<file path="src/sv/brav_pkg.sv">
package brav_pkg;

	localparam int COUNT_BITS_DEF = 16;
	localparam int FRAC_BITS_DEF = 16;

	localparam int AVG_W = 32;
	localparam int TW_W = 48;
	localparam int SUM_W = 64;
	localparam int FACT_W = 16;
	localparam int FACT_FRAC = 8;
	localparam int MUL_W = 32;
	localparam int PROD_W = 2 * MUL_W;
	localparam int QUOT_W = AVG_W + 1;
	localparam int IDX_W = 2;

	localparam logic [IDX_W-1:0] REG_INIT_AVG = 2'd0;
	localparam logic [IDX_W-1:0] REG_REGR_WEIGHT = 2'd1;
	localparam logic [IDX_W-1:0] REG_PERSISTENCE = 2'd2;

	// shift applied to the product before it enters the accumulator
	typedef enum logic [1:0] {
		SH_NONE = 2'd0,
		SH_REG = 2'd1,
		SH_WORD = 2'd2
	} sh_t;

	typedef struct packed {
		logic load;
		logic add;
		logic neg;
		sh_t sh;
	} mac_cmd_t;

endpackage

</file>
<file path="src/sv/brav_mac.sv">
module brav_mac import brav_pkg::*; #(
	parameter int FRAC_BITS = FRAC_BITS_DEF,
	parameter int ACC_W = 90
) (
	input logic clk,
	input logic [MUL_W-1:0] a,
	input logic [MUL_W-1:0] b,
	input mac_cmd_t cmd,
	input logic [ACC_W-1:0] load_val,
	output logic [PROD_W-1:0] prod,
	output logic [ACC_W-1:0] acc
);

	logic [PROD_W-1:0] prod_q;
	logic [ACC_W-1:0] acc_q;
	logic [ACC_W-1:0] term_ext;
	logic [ACC_W-1:0] term;

	assign term_ext = ACC_W'(prod_q);

	always_comb begin
		unique case (cmd.sh)
			SH_NONE: term = term_ext;
			SH_REG: term = term_ext << (FRAC_BITS - FACT_FRAC);
			SH_WORD: term = term_ext << MUL_W;
			default: term = term_ext;
		endcase
	end

	always_ff @(posedge clk) begin
		prod_q <= a * b;
		if (cmd.load) begin
			acc_q <= load_val;
		end else if (cmd.add) begin
			acc_q <= cmd.neg ? (acc_q - term) : (acc_q + term);
		end
	end

	assign prod = prod_q;
	assign acc = acc_q;

endmodule

</file>
<file path="config.mk">
export PLATFORM = sky130hd
export DESIGN_NAME = brav_mac
export DESIGN_NICKNAME = d
export VERILOG_FILES = /design/src/sv/brav_pkg.sv /design/src/sv/brav_mac.sv
export SDC_FILE = /design/constraint.sdc
export NUM_CORES = 2
export LEC_CHECK = 0
export ABC_AREA = 1
export BUFFER_PORTS_ARGS = -buffer_cell sky130_fd_sc_hd__buf_2
export CAP_MARGIN = 20
export CORE_UTILIZATION = 50
export DETAILED_ROUTE_END_ITERATION = 8
export HOLD_SLACK_MARGIN = 0.15
export PLACE_DENSITY = 0.69
export REMOVE_ABC_BUFFERS = 1
export SYNTH_ARGS = -nofsm -noshare
export SYNTH_HDL_FRONTEND = slang
export SYNTH_SLANG_ARGS = --single-unit
</file>
<file path="constraint.sdc">
create_clock -name clk -period 9.9 [get_ports clk]
set_input_delay 0.99 -clock clk [delete_from_list [all_inputs] [get_ports clk]]
set_output_delay 0.99 -clock clk [all_outputs]
set_load 0.1 [all_outputs]
</file>
==> summary.txt <==
Run status
  • Outcome: completed

STA
  • Fin worst setup slack: 1.658 ns
  • Max Fclk: 0.1213 GHz
  • Slew @ Worst Pin: 1.082 ns
  • Setup TNS: 0 ns
  • Final hold vios: 0
  • Tmin final: 8.242 ns
  • Crit share post-route: 83.25%
  • Final setup skew: 0.02578 ns
  • Final Setup Violations: 0
  • RSZ-0062 raised after global routing: false
  • Worst slew margin relative to its limit: 27.12%
  • Max-slew violations: 0

Worst setup path
  • Critical path arrival: 8.67 ns
  • Critical Path RT: 10.33 ns
  • Largest stage delay, worst path: 0.68 ns
  • Worst Setup Start Kind: primary input
  • CP delay by family, top: adder cells
  • Setup CP Type: in2reg
  • Crit path max fanout: 32
  • Critical path buffers and inverters: 8
  • CP Capture Type: register
  • CP most frequent cell: fa_1
  • CP max stage cell: buf_2

Yosys
  • Yosys warning total: 0
  • Seq/Total Area, Yosys: 7.656%
  • Mapped Cells: 7532
  • Synth Area in XOR/XNOR: 2.272%
  • Netlist Area Pre-Place: 52040 µm²
  • Main synth FF type: edfxtp_1
  • Simple-gate share of the synthesized area: 24.99%
  • Distinct cells, synth: 51
  • Largest family of logic cells by synthesized area: adder cells
  • Yosys reg bits: 154
  • Number of enable flip-flop cells after synthesis: 90
  • Synth Area in Compound Gates: 5.934%
  • Async set or reset register ratio after synthesis: 0%
  • Synth Area per Inst: 6.909 µm²
  • Mux share of post-synthesis cell area: 0%
  • Synth Area in Adders: 43.05%

Placement
  • RePlAce Congestion: 1.055
  • HPWL Detailed: 176.9 mm
  • Port buffer count: 313
  • Pre-CTS setup slack: 1.178 ns

Detailed routing
  • Total number of vias: 49062
  • Drt first pass iters: 6
  • Routed WL: 209.9 mm
  • Wire length on met3: 19.33 mm
  • Met2 Wirelength: 97.81 mm
  • Max layer used: met4
  • DR iter-0 viols: 4596
  • Post-route antenna net violation count: 0
  • # DRC: 0
  • M1 wire length: 77.14 mm
  • WL/cell: 23.24 µm
  • DR vias/cell: 5.432

Die
  • Core area: 102500 µm²
  • Die width: 324.6 µm
  • Die area: 105400 µm²
  • # rows: 117
  • I/O pin count: 314
  • Initial core utilization: 50.78%
  • Die Span Y: 324.6 µm

Clock tree
  • H-tree depth: 4
  • Hold_buf cts: 0
  • Sink Count: 154
  • TritonCTS clock tree: built
  • Post-CTS setup buffers: 0
  • Max clock buf depth: 2
  • Clk root buf: clkbuf_16
  • CTS Buf Count: 17
  • Post-CTS resize count: 0
  • Later-pin clock latency in the skew report: 0.54 ns
  • Clk slew on worst S/H paths: 0.09 ns

GRT
  • Pin count of the biggest net entering global routing: 64
  • Initial antenna violation count: 8
  • First-pass GRT wire length: 312.3 mm
  • Vias in the first global route: 50499
  • GRT overflow: 0
  • Total track usage: 40.10%

Finish
  • Area grow syn2layout: 5.932%
  • Commonest non-fill, non-tap cell in the layout: nand2_1
  • Fillers: 10300
  • Most frequent cells in the layout: nand2_1 (2208), inv_1 (1948), fa_1 (897)
  • Layout cells sized above 1: 6.137%
  • Layout Nets: 9058

Worst hold path
  • Hold Crit Class: in2reg

Job
  • Max-cap violations: 0
[tightest hold or removal path, delay by kind of cell]
kind	cells	cell delay [ns]
buf+inv	1	0.08
simple gates	2	0.09
[synthesized netlist by cell type, types with 6 or more instances]
cell type	instances	area, µm²
a21o_1	14	105.1
and3_1	7	43.79
nor2_1	489	1836
o21ai_1	10	50.05
nand4_1	69	431.7
o31ai_1	7	52.55
edfxtp_1	90	2703
nor3_1	50	250.2
nand3_1	257	1286
a31oi_1	18	112.6
fa_1	897	17960
nand2_1	2208	8288
buf_6	6	67.56
ha_1	355	4442
clkbuf_1	225	844.6
nand3b_1	21	157.7
a21oi_1	256	1281
a21boi_0	10	75.07
nor2_2	19	118.9
xnor2_1	32	280.3
o21bai_1	24	180.2
xor2_1	103	902.1
o21a_1	10	75.07
inv_1	1949	7316
buf_2	11	55.05
dfxtp_1	64	1281
nand2_2	6	37.54
or2_2	50	312.8
or2_0	6	37.54
o21ai_0	216	1081
nor4_1	11	68.82
[metal layers]
| layer | vias to the layer above | GRT usage, % |
|---|---|---|
| met4 | 0 | 25.09 |
| met5 | - | 0 |
| met3 | 599 | 9.074 |
| met2 | 2399 | 66.89 |
| met1 | 23710 | 46.69 |
| li1 | 22354 | - |
[logic make-up after synthesis]
logic type      count (synthesis)
simple gates                 3210
buf+inv                      2207
fa+ha+maj                    1252
compound gates                574
flops                         154
xor+xnor                      135
[stage by stage]
| stage | util [%] | hold slack (ns) | std cells | cell area (µm²) |
|---|---|---|---|---|
| after floorplan | - | 1.083 | 7281 | 51000 |
| after global placement | 53.22 | 0.7844 | 8995 | 54540 |
| after detailed placement | 53.22 | 0.8056 | 8995 | 54540 |
| after CTS | 53.78 | 0.7085 | 9027 | 55110 |
| after global routing | 53.79 | 0.7334 | 9032 | 55120 |
| final | 53.79 | 0.7170 | 9032 | 55120 |
[sequential cells by signal, summed over array words and instances (netlist names)]
signal	cells
prod	64
acc	90
[area by class of cell]
class	count	area (µm²)	share of cell area, %
antenna	5	12.51	0.02270
inverter	1956	7343	13.32
clock buffer	17	425.4	0.7717
multi-input combinational	5171	39680	71.99
tap	1368	1712	3.105
sequential	154	3984	7.227
clock inverter	15	146.4	0.2656
timing repair buffer	346	1817	3.296
[final timing paths]
path	startpoint	to	slack [ns]	cells past startpoint
worst min register to register	acc[0]$_DFFE_PP_	acc[0]$_DFFE_PP_	0.83	3
worst max register to register	prod[2]$_DFF_P_	acc[72]$_DFFE_PP_	3.44	24
worst min-delay path	load_val[77]	acc[77]$_DFFE_PP_	0.72	3
worst max-delay path	a[9]	prod[40]$_DFF_P_	1.66	28
Power is not shown: default switching activity piles up to over one toggle a cycle in this logic, so the estimate is an artifact.
