--- config.mk ---
export PLATFORM = sky130hd
export DESIGN_NAME = brav_div
export DESIGN_NICKNAME = d
export VERILOG_FILES = /design/src/sv/brav_pkg.sv /design/src/sv/brav_div.sv
export SDC_FILE = /design/constraint.sdc
export NUM_CORES = 1
export LEC_CHECK = 0
export BUFFER_PORTS_ARGS = -buffer_cell sky130_fd_sc_hd__buf_2
export CORE_MARGIN = 10
export CORE_UTILIZATION = 35
export DETAILED_ROUTE_END_ITERATION = 12
export PLACE_DENSITY = 0.56
export SLEW_MARGIN = 40
export SYNTH_ARGS = -nofsm -noshare
export SYNTH_HDL_FRONTEND = slang
export SYNTH_SLANG_ARGS = --single-unit
--- constraint.sdc ---
create_clock -name clk -period 7.3 [get_ports clk]
set_input_delay 0.365 -clock clk [delete_from_list [all_inputs] [get_ports clk]]
set_output_delay 0.365 -clock clk [all_outputs]
set_load 0.01 [all_outputs]
--- src/sv/brav_pkg.sv ---
package brav_pkg;

	localparam int COUNT_BITS_DEF = 16;
	localparam int FRAC_BITS_DEF = 16;

	localparam int AVG_W = 32;
	localparam int TW_W = 48;
	localparam int SUM_W = 64;
	localparam int FACT_W = 16;
	localparam int FACT_FRAC = 8;
	localparam int MUL_W = 32;
	localparam int PROD_W = 2 * MUL_W;
	localparam int QUOT_W = AVG_W + 1;
	localparam int IDX_W = 2;

	localparam logic [IDX_W-1:0] REG_INIT_AVG = 2'd0;
	localparam logic [IDX_W-1:0] REG_REGR_WEIGHT = 2'd1;
	localparam logic [IDX_W-1:0] REG_PERSISTENCE = 2'd2;

	// shift applied to the product before it enters the accumulator
	typedef enum logic [1:0] {
		SH_NONE = 2'd0,
		SH_REG = 2'd1,
		SH_WORD = 2'd2
	} sh_t;

	typedef struct packed {
		logic load;
		logic add;
		logic neg;
		sh_t sh;
	} mac_cmd_t;

endpackage

--- src/sv/brav_div.sv ---
module brav_div import brav_pkg::*; #(
	parameter int NUM_W = 90,
	parameter int DEN_W = 58
) (
	input logic clk,
	input logic arst_n,
	input logic start,
	input logic [NUM_W-1:0] dividend,
	input logic [DEN_W-1:0] divisor,
	output logic busy,
	output logic [QUOT_W-1:0] quot,
	output logic ovf
);

	localparam int CNT_W = $clog2(NUM_W);
	localparam logic [CNT_W-1:0] LAST = CNT_W'(NUM_W - 1);

	logic busy_q;
	logic [CNT_W-1:0] cnt_q;
	logic [NUM_W-1:0] num_q;
	logic [DEN_W-1:0] den_q;
	logic [DEN_W-1:0] rem_q;
	logic [QUOT_W-1:0] quot_q;
	logic ovf_q;
	logic [DEN_W:0] trial;
	logic [DEN_W:0] diff;
	logic fits;

	// restoring division, one quotient bit per cycle, msb first
	assign trial = {rem_q, num_q[NUM_W-1]};
	assign diff = trial - {1'b0, den_q};
	assign fits = trial >= {1'b0, den_q};

	always_ff @(posedge clk or negedge arst_n) begin
		if (!arst_n) begin
			busy_q <= 1'b0;
			cnt_q <= '0;
		end else if (start) begin
			busy_q <= 1'b1;
			cnt_q <= '0;
		end else if (busy_q) begin
			cnt_q <= cnt_q + 1'b1;
			if (cnt_q == LAST) begin
				busy_q <= 1'b0;
			end
		end
	end

	always_ff @(posedge clk) begin
		if (start) begin
			num_q <= dividend;
			den_q <= divisor;
			rem_q <= '0;
			quot_q <= '0;
			ovf_q <= 1'b0;
		end else if (busy_q) begin
			num_q <= num_q << 1;
			rem_q <= fits ? diff[DEN_W-1:0] : trial[DEN_W-1:0];
			quot_q <= {quot_q[QUOT_W-2:0], fits};
			// only the low bits are kept, a bit lost off the top marks overflow
			ovf_q <= ovf_q | quot_q[QUOT_W-1];
		end
	end

	assign busy = busy_q;
	assign quot = quot_q;
	assign ovf = ovf_q;

endmodule

==> flow_summary.toml <==
[status]
status = "finished clean"

[power]
sw_frac_of_total_pct = 35.0
sequentialPowerShare_pct = 34.8
comb_power_share_pct = 35.1
clkPwrFrac_pct = 30.2
p_leak_uw = 0.00702
irDropWorstVdd_v = 0.000184
power_density_nw_per_um2 = 321
net-switching-power_uw = 1850
p_int_uw = 3430

[setup_path]
rrSetupSlack_ns = 3.25
slowest_stage = "o21ai_4"
crit_required_ns = 7.76
worstSetupPathType = "flip-flop to flip-flop"
path_cells = "inv_1, ha_1, a21o_1, a21oi_1, o21ai_1, a221oi_4, a2111oi_4, o2111ai_2, a21oi_2, o21ai_4, buf_4, a21oi_1, a221o_1"
cp_slowest_stage_delay_ns = 0.56
startpoint_type = "flip-flop"
reg2regPathDepth = 13
r2r_start = "den_q[3]"
cp_max_fo = 32
cp-end-kind = "flip-flop"
worstPathArrival_ns = 4.51
path_common_cell = "a21oi_1"
rr_endpoint = "rem_q[44]"

[placed_design]
routabilityCongestion = 0.869
numPortBuffers = 185
place_ws_ns = 3.27
hpwl_um = 25600

[synth]
synth_fp_nets = 1500
synth_top_flop_cell = "edfxtp_1"
ys_top_cells_by_area = "edfxtp_1, dfxtp_1, mux2_2, ha_1, nor2_1"
netlist_instances = 1288
synth_seq_cells = 248
ys_types = 70
yosysWarnings = 0
yosysTopAreaCell = "edfxtp_1"
synth-seq-area-share_pct = 48.3
synth-edff-count = 148
syn-cell-area_um2 = 13400
synth_area_per_cell_um2 = 10.4
synth_top_area_share_pct = 33.1
synthArstFlopShare_pct = 3.23

[detailed_routing]
vias = 10700
avgRoutedWirePerCell_um = 18.2
ant_nets = 0
drcViolationCount = 0
finalWirelength_um = 36900
drtIter0Drc = 656
dr.pass1.iters = 5
drt-vias-per-instance = 5.26

[global_routing]
antenna_found_initial = 9
grt_util_all_layers_pct = 15.3
grt_pass1_wl_um = 58900
grt_remaining_overflow = 0
grt_pass1_vias = 10700
grt_max_degree = 152

[finish]
fill_cells = 3671
regArea_um2 = 6490
final_util_pct = 43.6
layout-drive-gt1-share_pct = 23.1
final_cell_mix = "buf_2, edfxtp_1, nor2_1"
fin_nets = 1705
final_common_cell = "buf_2"
multiInputGateArea_um2 = 6360
syn_to_final_growth_pct = 22.4

[sta]
min_period_ns = 4.05
finalCritPeriodShare_pct = 55.5
fmax_mhz = 247
skew_ns = 0.0268
fin_tns_setup_ns = 0
setup_violations = 0
slew_headroom_pct = 34.4
rsz0062_at_grt = "false"
fin_ws_ns = 3.25
tightestPinTransition_ns = 0.983
maxSlewViolCount = 0
hold_violations = 0

[clocking]
htree_levels = 1
path_clk_slew_ns = 0.06
cts_tree = "done"
clockBufferDepth = 3
tritoncts.num_buffers = 30
cts_sinks = 248
insertion_delay_ns = 0.59
cts_root_buf = "clkbuf_16"

[die]
die_h_um = 216
die_x_um = 216
rows = 71
dieArea_um2 = 46600
ioPinCount = 186
core_area_um2 = 37800
initial_core_util_pct = 35.6

[min_path]
whs_endpoint = "num_q[0]"
min_path_cells = 2
min-delay-start = "dividend[0]"
min_path_type = "input pin to flip-flop"

[flow_run]
drv_cap = 0
-- power groups by stage --
stage          Clock (µW)  Combinational, µW  Sequential (µW)
2_1_floorplan           0               1380             1820
6_report             1590               1850             1840
4_1_cts              1640               1840             1830
3_3_place_gp            0               1800             1850
3_5_place_dp            0               1800             1860
5_1_grt              1690               2060             1860
-- stage by stage --
step           instance area [µm²]  hold slack, ns  std cells  total power (µW)
2_1_floorplan                13400          0.0694       1288              3200
3_3_place_gp                 14800           0.219       1913              3650
3_5_place_dp                 14800           0.219       1913              3660
4_1_cts                      16400          0.0357       2027              5310
5_1_grt                      16400          0.0507       2030              5610
6_report                     16400          0.0687       2030              5280
-- worst max-delay path by stage --
stage / cells past startpoint / startpoint / endpoint / slack (ns)
final: 13 / den_q[3] / rem_q[44] / 3.25
after global routing: 13 / den_q[3] / rem_q[44] / 2.99
after CTS: 11 / den_q[3] / rem_q[43] / 3.21
after detailed placement: 11 / den_q[3] / rem_q[43] / 3.27
after global placement: 11 / den_q[1] / rem_q[27] / 3.27
after floorplan: 5 / busy / num_q[0] / 4.04
-- worst max-delay path, delay by kind of cell, from the launching register on --
kind                       cells  cell delay, ns
AOI/OAI and AO/OA             10            2.68
DFF                            1            0.31
adders and majority gates      1            0.36
buffers and inverters          2            0.56
-- cell usage after synthesis, types with 15 or more instances --
library cell    n
dfxtp_1        92
nand2_1        77
a311oi_1       37
o211ai_1       15
nand4_1        32
a21o_1         29
inv_1          70
a21oi_1        70
o21ai_0        53
edfxtp_1      148
mux2_2         91
xor2_1         28
nand3_1        48
nor2_1        114
ha_1           60
xnor2_1        26
mux2i_1        34
clkbuf_1       54
-- state kept, by name, indices dropped and copies added, names as in the netlist --
| name | flops |
|---|---|
| busy | 1 |
| quot | 33 |
| ovf | 1 |
| num_q | 90 |
| den_q | 58 |
| rem_q | 58 |
| cnt_q | 7 |
-- area by class of cell --
cell class	count	share of cell area (%)
Timing Repair Buffer	252	9.78
Clock inverter	14	1.18
Multi-Input combinational cell	890	38.7
Inverter	71	1.63
Antenna cell	3	0.0457
Clock buffer	41	5.33
Sequential cell	248	39.5
Tap cell	511	3.89
-- layer usage --
layer | global-route usage [%] | part of all wire [%]
met4 | 3.97 | 2.1
met1 | 20.2 | 45
met5 | 0 | 0.17
met2 | 24.3 | 46
met3 | 3.92 | 6.6
-- cells by family (layout without fill, tap and decap cells) --
logic type / count (synthesis) / in the layout / share of synthesized area, %
simple gates: 336 / 336 / 11.6
compound gates: 314 / 314 / 16.1
flops: 248 / 248 / 48.3
buf+inv: 150 / 378 / 4.50
mux: 125 / 125 / 10.2
fa+ha+maj: 61 / 61 / 5.74
xor+xnor: 54 / 54 / 3.52
other cells: 0 / 3 / 0
-- what timing repair did --
action,4_1_cts,5_1_grt
hold buffers,59,0
resized for setup,0,0
setup buffers,0,0
hold endpoints to repair,66,0
No activity file was read; power rests on OpenSTA's default activity.
